==> src/rtl/core/stt_pkg.sv <==
// ----------------------------------------------------------------------------
// stt_pkg: shared definitions for the source text tokenizer
// Token kinds, scanner modes, character classes and the keyword table.
// ----------------------------------------------------------------------------
package stt_pkg;

  localparam int MAX_WORD_CHARS = 31;
  localparam int NUMBER_BITS    = 32;
  localparam int WORD_LEN_W     = $clog2(MAX_WORD_CHARS + 1);
  localparam int WORD_ADDR_W    = $clog2(MAX_WORD_CHARS);
  localparam int KIND_W         = 5;
  localparam int TEXT_POS_W     = 5;

  // Token kinds, in table order.
  localparam logic [KIND_W-1:0] KIND_PLUS   = 5'd0;
  localparam logic [KIND_W-1:0] KIND_MINUS  = 5'd1;
  localparam logic [KIND_W-1:0] KIND_STAR   = 5'd2;
  localparam logic [KIND_W-1:0] KIND_SLASH  = 5'd3;
  localparam logic [KIND_W-1:0] KIND_ASSIGN = 5'd4;
  localparam logic [KIND_W-1:0] KIND_SEMI   = 5'd5;
  localparam logic [KIND_W-1:0] KIND_LPAREN = 5'd6;
  localparam logic [KIND_W-1:0] KIND_RPAREN = 5'd7;
  localparam logic [KIND_W-1:0] KIND_LBRACE = 5'd8;
  localparam logic [KIND_W-1:0] KIND_RBRACE = 5'd9;
  localparam logic [KIND_W-1:0] KIND_EQ     = 5'd10;
  localparam logic [KIND_W-1:0] KIND_NE     = 5'd11;
  localparam logic [KIND_W-1:0] KIND_LT     = 5'd12;
  localparam logic [KIND_W-1:0] KIND_LE     = 5'd13;
  localparam logic [KIND_W-1:0] KIND_GT     = 5'd14;
  localparam logic [KIND_W-1:0] KIND_GE     = 5'd15;
  localparam logic [KIND_W-1:0] KIND_AND    = 5'd16;
  localparam logic [KIND_W-1:0] KIND_OR     = 5'd17;
  localparam logic [KIND_W-1:0] KIND_NOT    = 5'd18;
  localparam logic [KIND_W-1:0] KIND_COMMA  = 5'd19;
  localparam logic [KIND_W-1:0] KIND_KW0    = 5'd20;
  localparam logic [KIND_W-1:0] KIND_NUMBER = 5'd24;
  localparam logic [KIND_W-1:0] KIND_IDENT  = 5'd25;
  localparam logic [KIND_W-1:0] KIND_EOF    = 5'd26;

  // Scanner mode: what the previous characters left pending.
  typedef enum logic [8:0] {
    M_IDLE   = 9'b0_0000_0001,
    M_NUMBER = 9'b0_0000_0010,
    M_WORD   = 9'b0_0000_0100,
    M_PEQ    = 9'b0_0000_1000,
    M_PBANG  = 9'b0_0001_0000,
    M_PLT    = 9'b0_0010_0000,
    M_PGT    = 9'b0_0100_0000,
    M_PAMP   = 9'b0_1000_0000,
    M_PBAR   = 9'b1_0000_0000
  } mode_t;

  // Result sequencer states.
  typedef enum logic [3:0] {
    ST_IDLE = 4'b0001,
    ST_HEAD = 4'b0010,
    ST_CHAR = 4'b0100,
    ST_TAIL = 4'b1000
  } seq_t;

  // Keyword table as byte codes, in kind order. Texts are left aligned
  // (first character in the top byte) and padded with NUL bytes.
  localparam int NUM_KEYWORDS = 4;
  localparam int KW_MAX_LEN   = 12;
  localparam int KW_IDX_W     = $clog2(KW_MAX_LEN);

  localparam logic [8*KW_MAX_LEN-1:0] KW_TEXT [NUM_KEYWORDS] = '{
    96'h7673656d5f73616c616d_0000,
    96'h7665726e695f62697374726f,
    96'h65736c69_0000000000000000,
    96'h736b6f726f5f62756475_0000
  };

  localparam logic [WORD_LEN_W-1:0] KW_LEN [NUM_KEYWORDS] = '{
    WORD_LEN_W'(10), WORD_LEN_W'(12), WORD_LEN_W'(4), WORD_LEN_W'(10)
  };

  function automatic logic [7:0] kw_byte(input int k, input logic [WORD_ADDR_W-1:0] pos);
    logic [8*KW_MAX_LEN-1:0] text;
    logic [KW_IDX_W-1:0]     idx;
    text = KW_TEXT[k];
    idx  = (int'(pos) < KW_MAX_LEN) ? KW_IDX_W'(pos) : '0;
    if (int'(pos) < KW_MAX_LEN) begin
      return text[8*(KW_MAX_LEN-1-int'(idx)) +: 8];
    end
    return 8'h00;
  endfunction

  function automatic logic is_space(input logic [7:0] c);
    return (c == 8'h20) || ((c >= 8'h09) && (c <= 8'h0D));
  endfunction

  function automatic logic is_digit(input logic [7:0] c);
    return (c >= "0") && (c <= "9");
  endfunction

  function automatic logic is_letter(input logic [7:0] c);
    return ((c >= "A") && (c <= "Z")) || ((c >= "a") && (c <= "z"));
  endfunction

  function automatic logic is_word_char(input logic [7:0] c);
    return is_letter(c) || is_digit(c) || (c == "_");
  endfunction

endpackage

==> src/rtl/core/source_text_tokenizer.sv <==
// ----------------------------------------------------------------------------
// source_text_tokenizer: streaming lexical analyzer
// Takes one source byte per request and delivers operator, keyword, number,
// identifier and end tokens.
// ----------------------------------------------------------------------------
// One source byte (or an end marker) enters per input request, and the block
// accepts requests one at a time. A byte that causes no token does not stall
// the input. A byte that causes tokens holds the input stalled while the
// result sequencer drains them through the output register, one token per
// cycle when the output side does not stall; the stored characters of an
// identifier are replayed from the word memory at one character per cycle
// under the same condition, then a tail token follows if the byte is also a
// one-character operator or ends the source. The output register lets the
// next byte be accepted while the final token of the previous byte still
// waits downstream. Whitespace is dropped; two-character operators are found
// by holding the first character pending in the scanner mode; numbers
// saturate at all ones; words longer than the stored limit are consumed but
// truncated. Keyword detection is tracked per character as the word is
// written, so the word memory is read only to replay identifiers. The final
// result caused by each input byte carries run_last.
// ----------------------------------------------------------------------------
module source_text_tokenizer (
  input  logic                                 clk,
  input  logic                                 rst_n,
  // input channel
  input  logic                                 in_valid,
  output logic                                 in_stall,
  input  logic [7:0]                           in_char,
  input  logic                                 in_end_of_source,
  // result channel
  output logic                                 out_valid,
  input  logic                                 out_stall,
  output logic [stt_pkg::KIND_W-1:0]           out_token_kind,
  output logic [stt_pkg::NUMBER_BITS-1:0]      out_number_value,
  output logic [7:0]                           out_text_char,
  output logic [stt_pkg::TEXT_POS_W-1:0]       out_text_pos,
  output logic                                 out_text_last,
  output logic                                 out_run_last
);

  localparam int AW = stt_pkg::WORD_ADDR_W;
  localparam int LW = stt_pkg::WORD_LEN_W;
  localparam int NB = stt_pkg::NUMBER_BITS;
  localparam int NK = stt_pkg::NUM_KEYWORDS;
  localparam int KW = stt_pkg::KIND_W;

  // --------------------------------------------------------------------------
  // Scanner state and word memory
  // --------------------------------------------------------------------------
  stt_pkg::mode_t  mode_r, mode_nxt;
  logic [NB-1:0]   acc_r, acc_nxt;
  logic [LW-1:0]   len_r, len_nxt;
  // One flag per keyword: the stored word still agrees with it so far.
  logic [NK-1:0]   match_r, match_nxt;

  logic [7:0]      word_mem [stt_pkg::MAX_WORD_CHARS];
  logic [7:0]      rd_data_r;
  logic            wr_en;
  logic [AW-1:0]   wr_addr;
  logic            rd_en;
  logic [AW-1:0]   rd_addr;

  // --------------------------------------------------------------------------
  // Result plan for the accepted byte: an optional head token or an
  // identifier replay, then an optional tail token.
  // --------------------------------------------------------------------------
  logic            p_head_v;
  logic [KW-1:0]   p_head_kind;
  logic [NB-1:0]   p_head_num;
  logic            p_run;
  logic            p_tail_v;
  logic [KW-1:0]   p_tail_kind;
  logic            do_flush;
  logic            do_start;
  logic            kw_hit;
  logic [KW-1:0]   kw_kind;
  logic [NB+3:0]   acc_x10;

  // Sequencer registers
  stt_pkg::seq_t   st_r, st_nxt;
  logic [KW-1:0]   head_kind_r, head_kind_nxt;
  logic [NB-1:0]   head_num_r, head_num_nxt;
  logic [LW-1:0]   run_len_r, run_len_nxt;
  logic            tail_v_r, tail_v_nxt;
  logic [KW-1:0]   tail_kind_r, tail_kind_nxt;
  logic [AW-1:0]   pos_r, pos_nxt;

  // Output register
  logic            out_valid_r;
  logic            out_free;
  logic            ld;
  logic [KW-1:0]   ld_kind;
  logic [NB-1:0]   ld_num;
  logic [7:0]      ld_char;
  logic [AW-1:0]   ld_pos;
  logic            ld_tlast;
  logic            ld_rlast;
  logic            char_last;

  logic            accept;

  assign in_stall  = (st_r != stt_pkg::ST_IDLE);
  assign accept    = in_valid && !in_stall;
  assign out_valid = out_valid_r;
  assign out_free  = !out_valid_r || !out_stall;

  // Decimal step: acc * 10 + digit, with room to see an overflow.
  assign acc_x10 = {1'b0, acc_r, 3'b000} + {3'b000, acc_r, 1'b0} +
                   {{NB{1'b0}}, in_char[3:0]};

  // --------------------------------------------------------------------------
  // Scanner: next mode, accumulator, word length, keyword flags and plan.
  // --------------------------------------------------------------------------
  always_comb begin
    mode_nxt    = mode_r;
    acc_nxt     = acc_r;
    len_nxt     = len_r;
    match_nxt   = match_r;
    wr_en       = 1'b0;
    wr_addr     = len_r[AW-1:0];
    p_head_v    = 1'b0;
    p_head_kind = stt_pkg::KIND_EOF;
    p_head_num  = '0;
    p_run       = 1'b0;
    p_tail_v    = 1'b0;
    p_tail_kind = stt_pkg::KIND_EOF;
    do_flush    = 1'b0;
    do_start    = 1'b0;
    kw_hit      = 1'b0;
    kw_kind     = stt_pkg::KIND_KW0;

    if (in_end_of_source) begin
      do_flush    = 1'b1;
      p_tail_v    = 1'b1;
      p_tail_kind = stt_pkg::KIND_EOF;
    end else begin
      unique case (mode_r) inside
        stt_pkg::M_IDLE: begin
          do_start = 1'b1;
        end
        stt_pkg::M_NUMBER: begin
          if (stt_pkg::is_digit(in_char)) begin
            if (acc_x10[NB+3:NB] != 4'd0) begin
              acc_nxt = '1;
            end else begin
              acc_nxt = acc_x10[NB-1:0];
            end
          end else begin
            do_flush = 1'b1;
            do_start = 1'b1;
          end
        end
        stt_pkg::M_WORD: begin
          if (stt_pkg::is_word_char(in_char)) begin
            // Characters past the storage limit are consumed and dropped.
            if (len_r < LW'(stt_pkg::MAX_WORD_CHARS)) begin
              wr_en   = 1'b1;
              len_nxt = len_r + 1'b1;
              for (int k = 0; k < NK; k++) begin
                match_nxt[k] = match_r[k] && (len_r < stt_pkg::KW_LEN[k]) &&
                               (stt_pkg::kw_byte(k, len_r[AW-1:0]) == in_char);
              end
            end
          end else begin
            do_flush = 1'b1;
            do_start = 1'b1;
          end
        end
        stt_pkg::M_PEQ, stt_pkg::M_PBANG, stt_pkg::M_PLT, stt_pkg::M_PGT,
        stt_pkg::M_PAMP, stt_pkg::M_PBAR: begin
          p_head_v = 1'b1;
          if (in_char == "=" && mode_r == stt_pkg::M_PEQ) begin
            p_head_kind = stt_pkg::KIND_EQ;
          end else if (in_char == "=" && mode_r == stt_pkg::M_PBANG) begin
            p_head_kind = stt_pkg::KIND_NE;
          end else if (in_char == "=" && mode_r == stt_pkg::M_PLT) begin
            p_head_kind = stt_pkg::KIND_LE;
          end else if (in_char == "=" && mode_r == stt_pkg::M_PGT) begin
            p_head_kind = stt_pkg::KIND_GE;
          end else if (in_char == "&" && mode_r == stt_pkg::M_PAMP) begin
            p_head_kind = stt_pkg::KIND_AND;
          end else if (in_char == "|" && mode_r == stt_pkg::M_PBAR) begin
            p_head_kind = stt_pkg::KIND_OR;
          end else begin
            p_head_v = 1'b0;
            do_flush = 1'b1;
            do_start = 1'b1;
          end
          if (p_head_v) begin
            mode_nxt = stt_pkg::M_IDLE;
          end
        end
        default: begin
          mode_nxt = stt_pkg::M_IDLE;
        end
      endcase
    end

    // Close whatever the previous characters left open.
    if (do_flush) begin
      case (mode_r)
        stt_pkg::M_NUMBER: begin
          p_head_v    = 1'b1;
          p_head_kind = stt_pkg::KIND_NUMBER;
          p_head_num  = acc_r;
        end
        stt_pkg::M_WORD: begin
          for (int k = 0; k < NK; k++) begin
            if (match_r[k] && (len_r == stt_pkg::KW_LEN[k])) begin
              kw_hit  = 1'b1;
              kw_kind = stt_pkg::KIND_KW0 + KW'(k);
            end
          end
          if (kw_hit) begin
            p_head_v    = 1'b1;
            p_head_kind = kw_kind;
          end else begin
            p_run = 1'b1;
          end
        end
        stt_pkg::M_PEQ: begin
          p_head_v    = 1'b1;
          p_head_kind = stt_pkg::KIND_ASSIGN;
        end
        stt_pkg::M_PBANG: begin
          p_head_v    = 1'b1;
          p_head_kind = stt_pkg::KIND_NOT;
        end
        stt_pkg::M_PLT: begin
          p_head_v    = 1'b1;
          p_head_kind = stt_pkg::KIND_LT;
        end
        stt_pkg::M_PGT: begin
          p_head_v    = 1'b1;
          p_head_kind = stt_pkg::KIND_GT;
        end
        default: begin
          // A lone ampersand or bar is dropped.
        end
      endcase
      mode_nxt = stt_pkg::M_IDLE;
      acc_nxt  = '0;
      len_nxt  = '0;
    end

    // Begin a new token with this character.
    if (do_start) begin
      mode_nxt = stt_pkg::M_IDLE;
      case (in_char)
        "+": begin p_tail_v = 1'b1; p_tail_kind = stt_pkg::KIND_PLUS;   end
        "-": begin p_tail_v = 1'b1; p_tail_kind = stt_pkg::KIND_MINUS;  end
        "*": begin p_tail_v = 1'b1; p_tail_kind = stt_pkg::KIND_STAR;   end
        "/": begin p_tail_v = 1'b1; p_tail_kind = stt_pkg::KIND_SLASH;  end
        ";": begin p_tail_v = 1'b1; p_tail_kind = stt_pkg::KIND_SEMI;   end
        "(": begin p_tail_v = 1'b1; p_tail_kind = stt_pkg::KIND_LPAREN; end
        ")": begin p_tail_v = 1'b1; p_tail_kind = stt_pkg::KIND_RPAREN; end
        "{": begin p_tail_v = 1'b1; p_tail_kind = stt_pkg::KIND_LBRACE; end
        "}": begin p_tail_v = 1'b1; p_tail_kind = stt_pkg::KIND_RBRACE; end
        ",": begin p_tail_v = 1'b1; p_tail_kind = stt_pkg::KIND_COMMA;  end
        "=": mode_nxt = stt_pkg::M_PEQ;
        "!": mode_nxt = stt_pkg::M_PBANG;
        "<": mode_nxt = stt_pkg::M_PLT;
        ">": mode_nxt = stt_pkg::M_PGT;
        "&": mode_nxt = stt_pkg::M_PAMP;
        "|": mode_nxt = stt_pkg::M_PBAR;
        default: begin
          if (stt_pkg::is_digit(in_char)) begin
            acc_nxt  = NB'(in_char[3:0]);
            mode_nxt = stt_pkg::M_NUMBER;
          end else if (stt_pkg::is_letter(in_char)) begin
            wr_en    = 1'b1;
            wr_addr  = '0;
            len_nxt  = LW'(1);
            mode_nxt = stt_pkg::M_WORD;
            for (int k = 0; k < NK; k++) begin
              match_nxt[k] = (stt_pkg::kw_byte(k, '0) == in_char);
            end
          end
        end
      endcase
    end
  end

  always_ff @(posedge clk) begin
    if (!rst_n) begin
      mode_r  <= stt_pkg::M_IDLE;
      acc_r   <= '0;
      len_r   <= '0;
      match_r <= '0;
    end else if (accept) begin
      mode_r  <= mode_nxt;
      acc_r   <= acc_nxt;
      len_r   <= len_nxt;
      match_r <= match_nxt;
    end
  end

  // Word memory: one write port from the scanner, one registered read port
  // for identifier replay. A replay never overlaps a write.
  always_ff @(posedge clk) begin
    if (accept && wr_en) begin
      word_mem[wr_addr] <= in_char;
    end
    if (rd_en) begin
      rd_data_r <= word_mem[rd_addr];
    end
  end

  // --------------------------------------------------------------------------
  // Result sequencer
  // --------------------------------------------------------------------------
  assign char_last = ((LW'(pos_r) + 1'b1) == run_len_r);

  always_comb begin
    st_nxt        = st_r;
    head_kind_nxt = head_kind_r;
    head_num_nxt  = head_num_r;
    run_len_nxt   = run_len_r;
    tail_v_nxt    = tail_v_r;
    tail_kind_nxt = tail_kind_r;
    pos_nxt       = pos_r;
    rd_en         = 1'b0;
    rd_addr       = '0;
    ld            = 1'b0;
    ld_kind       = stt_pkg::KIND_EOF;
    ld_num        = '0;
    ld_char       = 8'h00;
    ld_pos        = '0;
    ld_tlast      = 1'b0;
    ld_rlast      = 1'b0;

    unique case (st_r)
      stt_pkg::ST_IDLE: begin
        if (accept) begin
          head_kind_nxt = p_head_kind;
          head_num_nxt  = p_head_num;
          run_len_nxt   = len_r;
          tail_v_nxt    = p_tail_v;
          tail_kind_nxt = p_tail_kind;
          pos_nxt       = '0;
          if (p_head_v) begin
            st_nxt = stt_pkg::ST_HEAD;
          end else if (p_run) begin
            // Fetch the first stored character now.
            rd_en  = 1'b1;
            st_nxt = stt_pkg::ST_CHAR;
          end else if (p_tail_v) begin
            st_nxt = stt_pkg::ST_TAIL;
          end
        end
      end
      stt_pkg::ST_HEAD: begin
        if (out_free) begin
          ld       = 1'b1;
          ld_kind  = head_kind_r;
          ld_num   = head_num_r;
          ld_rlast = !tail_v_r;
          st_nxt   = tail_v_r ? stt_pkg::ST_TAIL : stt_pkg::ST_IDLE;
        end
      end
      stt_pkg::ST_CHAR: begin
        if (out_free) begin
          ld       = 1'b1;
          ld_kind  = stt_pkg::KIND_IDENT;
          ld_char  = rd_data_r;
          ld_pos   = pos_r;
          ld_tlast = char_last;
          ld_rlast = char_last && !tail_v_r;
          if (char_last) begin
            st_nxt = tail_v_r ? stt_pkg::ST_TAIL : stt_pkg::ST_IDLE;
          end else begin
            // The read data updates on the same edge that captures this one.
            rd_en   = 1'b1;
            rd_addr = pos_r + 1'b1;
            pos_nxt = pos_r + 1'b1;
          end
        end
      end
      stt_pkg::ST_TAIL: begin
        if (out_free) begin
          ld       = 1'b1;
          ld_kind  = tail_kind_r;
          ld_rlast = 1'b1;
          st_nxt   = stt_pkg::ST_IDLE;
        end
      end
      default: begin
        st_nxt = stt_pkg::ST_IDLE;
      end
    endcase
  end

  always_ff @(posedge clk) begin
    if (!rst_n) begin
      st_r     <= stt_pkg::ST_IDLE;
      tail_v_r <= 1'b0;
    end else begin
      st_r     <= st_nxt;
      tail_v_r <= tail_v_nxt;
    end
  end

  always_ff @(posedge clk) begin
    head_kind_r <= head_kind_nxt;
    head_num_r  <= head_num_nxt;
    run_len_r   <= run_len_nxt;
    tail_kind_r <= tail_kind_nxt;
    pos_r       <= pos_nxt;
  end

  // Output register.
  always_ff @(posedge clk) begin
    if (!rst_n) begin
      out_valid_r <= 1'b0;
    end else if (ld) begin
      out_valid_r <= 1'b1;
    end else if (!out_stall) begin
      out_valid_r <= 1'b0;
    end
  end

  always_ff @(posedge clk) begin
    if (ld) begin
      out_token_kind   <= ld_kind;
      out_number_value <= ld_num;
      out_text_char    <= ld_char;
      out_text_pos     <= stt_pkg::TEXT_POS_W'(ld_pos);
      out_text_last    <= ld_tlast;
      out_run_last     <= ld_rlast;
    end
  end

  // --------------------------------------------------------------------------
  // Assertions
  // --------------------------------------------------------------------------
  // A word in progress always holds at least one stored character.
  a_word_len : assert property (@(posedge clk) disable iff (!rst_n)
    (mode_r == stt_pkg::M_WORD) |-> (len_r != '0))
    else $error("word mode with empty word");

  // Outside word mode no stored word length lingers.
  a_len_clear : assert property (@(posedge clk) disable iff (!rst_n)
    (mode_r != stt_pkg::M_WORD) |-> (len_r == '0))
    else $error("stale word length outside word mode");

  // A delivered token that is not the last of its run leaves more to send.
  a_run_open : assert property (@(posedge clk) disable iff (!rst_n)
    (out_valid_r && !out_stall && !out_run_last) |-> (st_r != stt_pkg::ST_IDLE))
    else $error("run ended without a final token");

  // Only identifier characters carry the last-character flag.
  a_text_last : assert property (@(posedge clk) disable iff (!rst_n)
    (out_valid_r && out_text_last) |-> (out_token_kind == stt_pkg::KIND_IDENT))
    else $error("text_last on a non-identifier token");

endmodule

==> config.mk <==
export PLATFORM = sky130hd
export DESIGN_NAME = source_text_tokenizer
export DESIGN_NICKNAME = d
export VERILOG_FILES = /design/src/rtl/core/stt_pkg.sv /design/src/rtl/core/source_text_tokenizer.sv
export SDC_FILE = /design/constraint.sdc
export NUM_CORES = 1
export LEC_CHECK = 0
export BUFFER_PORTS_ARGS = -buffer_cell sky130_fd_sc_hd__buf_2
export CAP_MARGIN = 20
export CORE_AREA = 2 2 261 237
export CTS_CLUSTER_DIAMETER = 60
export DETAILED_ROUTE_END_ITERATION = 16
export DIE_AREA = 0 0 263 239
export GPL_ROUTABILITY_DRIVEN = 0
export PLACE_DENSITY = 0.57
export SLEW_MARGIN = 10
export SYNTH_ARGS = -nofsm -noshare
export SYNTH_HDL_FRONTEND = slang
export SYNTH_SLANG_ARGS = --single-unit
==> constraint.sdc <==
create_clock -name clk -period 5.84 [get_ports clk]
set_input_delay 0.292 -clock clk [delete_from_list [all_inputs] [get_ports clk]]
set_output_delay 0.292 -clock clk [all_outputs]
set_load 0.01 [all_outputs]
==> results.ini <==
[outcome]
status=finished clean

[logic_synthesis]
synthTopCellsByArea=edfxtp_1 (52%), dfxtp_1 (5.4%), ha_1 (4.1%)
synth_flop_cell=edfxtp_1
synth.avg_cell_area_um2=11.3
ys.warnings.count=0
syn_area_mm2=0.0209
yosysTopAreaCellShare_pct=51.7
async_flop_share_pct=0
synth_fp_nets=1930
synth_cell_types=92
ys_seq_elements=416
synth_edf_count=360
synthCells=1847
ys_seq_area_share_pct=57.0
synth_top_area_cell=edfxtp_1

[finish]
finalNonFillerCells=2705
fill_cells=5828
nets=1961
n_antenna_cell=0
area_growth_pct=12.1
drive_above_1_share_pct=11.9

[timing]
rsz0062_at_grt=false
clock.fmax_mhz=228
worst_pin_slew_ps=1150
setup_violations=0
maxSlewViolCount=0
fin_ws_ps=1450
hold_viol=0
timing.final.crit_period_ps=4390
max_slew_margin_pct=23.1
finClkSkew_ps=15.8
period_share_pct=75.1
tns_ps=0

[die]
ios=67
die_w_um=263
dieHeight_um=239
num_rows=86
dieArea_mm2=0.0629
core_area_mm2=0.0605
initial_core_util_pct=34.6

[critical_path]
end_kind=register
crit_path_max_fanout=17
crit_type=reg -> reg
worstPathArrival_ps=4830
crit_required_ps=6280
worst_setup_path_start_kind=register

[power]
p_int_mw=5.28
p_switching_mw=1.85
total_leakage_power_nw=8.36
p_per_area_mw_per_mm2=304
seq_power_share_pct=48.8
power_mw=7.13
clkPwrFrac_pct=39.2
pwr-share-comb_pct=12.1
netSwitchingFraction_pct=26.0
ir_drop_uv=203

[cts]
insertion_delay_ps=570
cts_sinks=416
cts_buffers=46
postCtsSetupBuffers=0
cts.clk_slew.worst_paths_ps=60
cts_buffer_depth=3
cts_resized=0
h-tree-depth=2
cts_tree=done
cts_root_buf=clkbuf_16
cts_hold_buf=0

[hold_path]
hp-class=in -> reg

[global_route]
grt_pass1_vias=14600
grt_pass1_wl_um=90600
grt_overflow=0
grt_max_degree=68
grtUsageTotal_pct=18.7
antenna_found_initial=0

[route]
drt_pass1_iterations=5
drt.antenna.violating_nets=0
routedWlPerCell_um=22.1
drt-initial-drc-count=1799
drc=0
vias=15200
viasPerCell=5.62
wl_um=59900

[placement]
dpl.cell_count=2622
portBuffers=66
place_ws_ps=1340
place_hpwl_um=41200

[run]
cap_violations=0

cells by family after synthesis:
group / after synthesis / share of synthesized area (%)
muxes: 65 / 3.49
buffers and inverters: 148 / 3.04
xor gates and xnor gates: 55 / 2.52
and+or+nand+nor: 626 / 15.4
AOI/OAI and AO/OA: 467 / 14.3
adders and majority gates: 70 / 4.26
DFF: 416 / 57.0
worst paths after layout:
| check | start | end | slack, ps | cells after the start |
|---|---|---|---|---|
| min reg2reg | match_r[0] | match_r[0] | 480 | 2 |
| min | rst_n | mode_r[0] | 180 | 2 |
| max reg2reg | acc_r[0] | acc_r[17] | 1450 | 12 |
| max | acc_r[0] | acc_r[17] | 1450 | 12 |
flip-flops by register name, summed over array words and instances (netlist names), 4 cells and up:
| signal | flops |
|---|---|
| acc_r | 32 |
| head_kind_r | 5 |
| head_num_r | 32 |
| len_r | 5 |
| match_r | 4 |
| mode_r | 9 |
| out_number_value | 32 |
| out_text_char | 8 |
| out_text_pos | 5 |
| out_token_kind | 5 |
| pos_r | 5 |
| rd_data_r | 8 |
| run_len_r | 5 |
| st_r | 4 |
| tail_kind_r | 5 |
| word_mem | 248 |
worst max-delay path: stages (launching register included):
cell,delay [ps]
dfxtp_1,440
fa_1,480
ha_1,300
a21o_1,130
and4_1,240
o2111ai_1,160
a2111oi_0,570
nor2_1,190
o31ai_1,290
mux2i_1,210
nor3_2,710
buf_4,390
a21oi_1,100
synthesized netlist by cell type, types with 6 or more instances:
cell type  instances
a211oi_1          16
a21boi_1          10
a21o_1            12
a21oi_1          135
a221oi_1          12
a22o_1             8
a31oi_1           28
a32oi_1            6
and2_1            49
and3_1            50
and4_1             6
buf_1              9
buf_2             27
clkbuf_1          73
dfxtp_1           56
edfxtp_1         360
ha_1              68
inv_1             28
mux2_2            14
mux2i_1           46
nand2_1          183
nand2b_1          20
nand3_1           47
nand4_1           17
nor2_1           120
nor2b_1           11
nor3_1            56
nor3_4             6
nor3b_1            7
nor4_1            10
o211ai_1          11
o21a_1            11
o21ai_0          125
o21bai_1           8
o221ai_1           6
o22ai_1           11
o31ai_1            8
o32ai_1            6
or3_1              7
or4_1              7
xnor2_1           23
xor2_1            29
per-layer routing:
metal / up-vias / GRT usage (%) / part of all wire [%]
li1: 7031 / - / -
met1: 7475 / 27.9 / 47
met2: 593 / 27.3 / 43
met3: 100 / 3.47 / 7.6
met4: 0 / 6.15 / 2.9
met5: - / 0 / 0
cell usage in the layout (no fill, tap or decap), types with 46 or more instances in the layout:
cell       count
a21oi_1      135
o21ai_0      125
mux2i_1       46
nor2_1       119
buf_2         66
and2_1        50
nand2_1      183
dfxtp_1       56
edfxtp_1     360
nand3_1       47
nor3_1        55
and3_1        50
ha_1          68
clkbuf_16     46
power by group through the flow:
stage          clock network, mW  registers [mW]  logic (mW)
2_1_floorplan                  0            3.52       0.533
4_1_cts                     2.84            3.47       0.860
6_report                    2.79            3.48       0.860
3_5_place_dp                   0            3.54       0.855
5_1_grt                     2.96            3.49       0.931
3_3_place_gp                   0            3.53       0.848
cell type report:
type | count | area, um^2 | area share (%)
inverters | 30 | 113 | 0.480
repair buffers | 101 | 593 | 2.53
clock buffers | 57 | 1220 | 5.21
well taps | 792 | 991 | 4.22
multi-input cells | 1283 | 8390 | 35.8
flip-flops and latches | 416 | 11900 | 50.8
clock inverters | 26 | 225 | 0.960
through the flow:
stage	area, um^2	hold WS, ps	util, %
after global routing	23500	215	38.8
after detailed placement	22000	471	36.4
after CTS	23500	172	38.8
after global placement	22000	468	36.4
final	23500	176	38.8
after floorplan	20900	391	-
(Power assumes the default switching activity.)
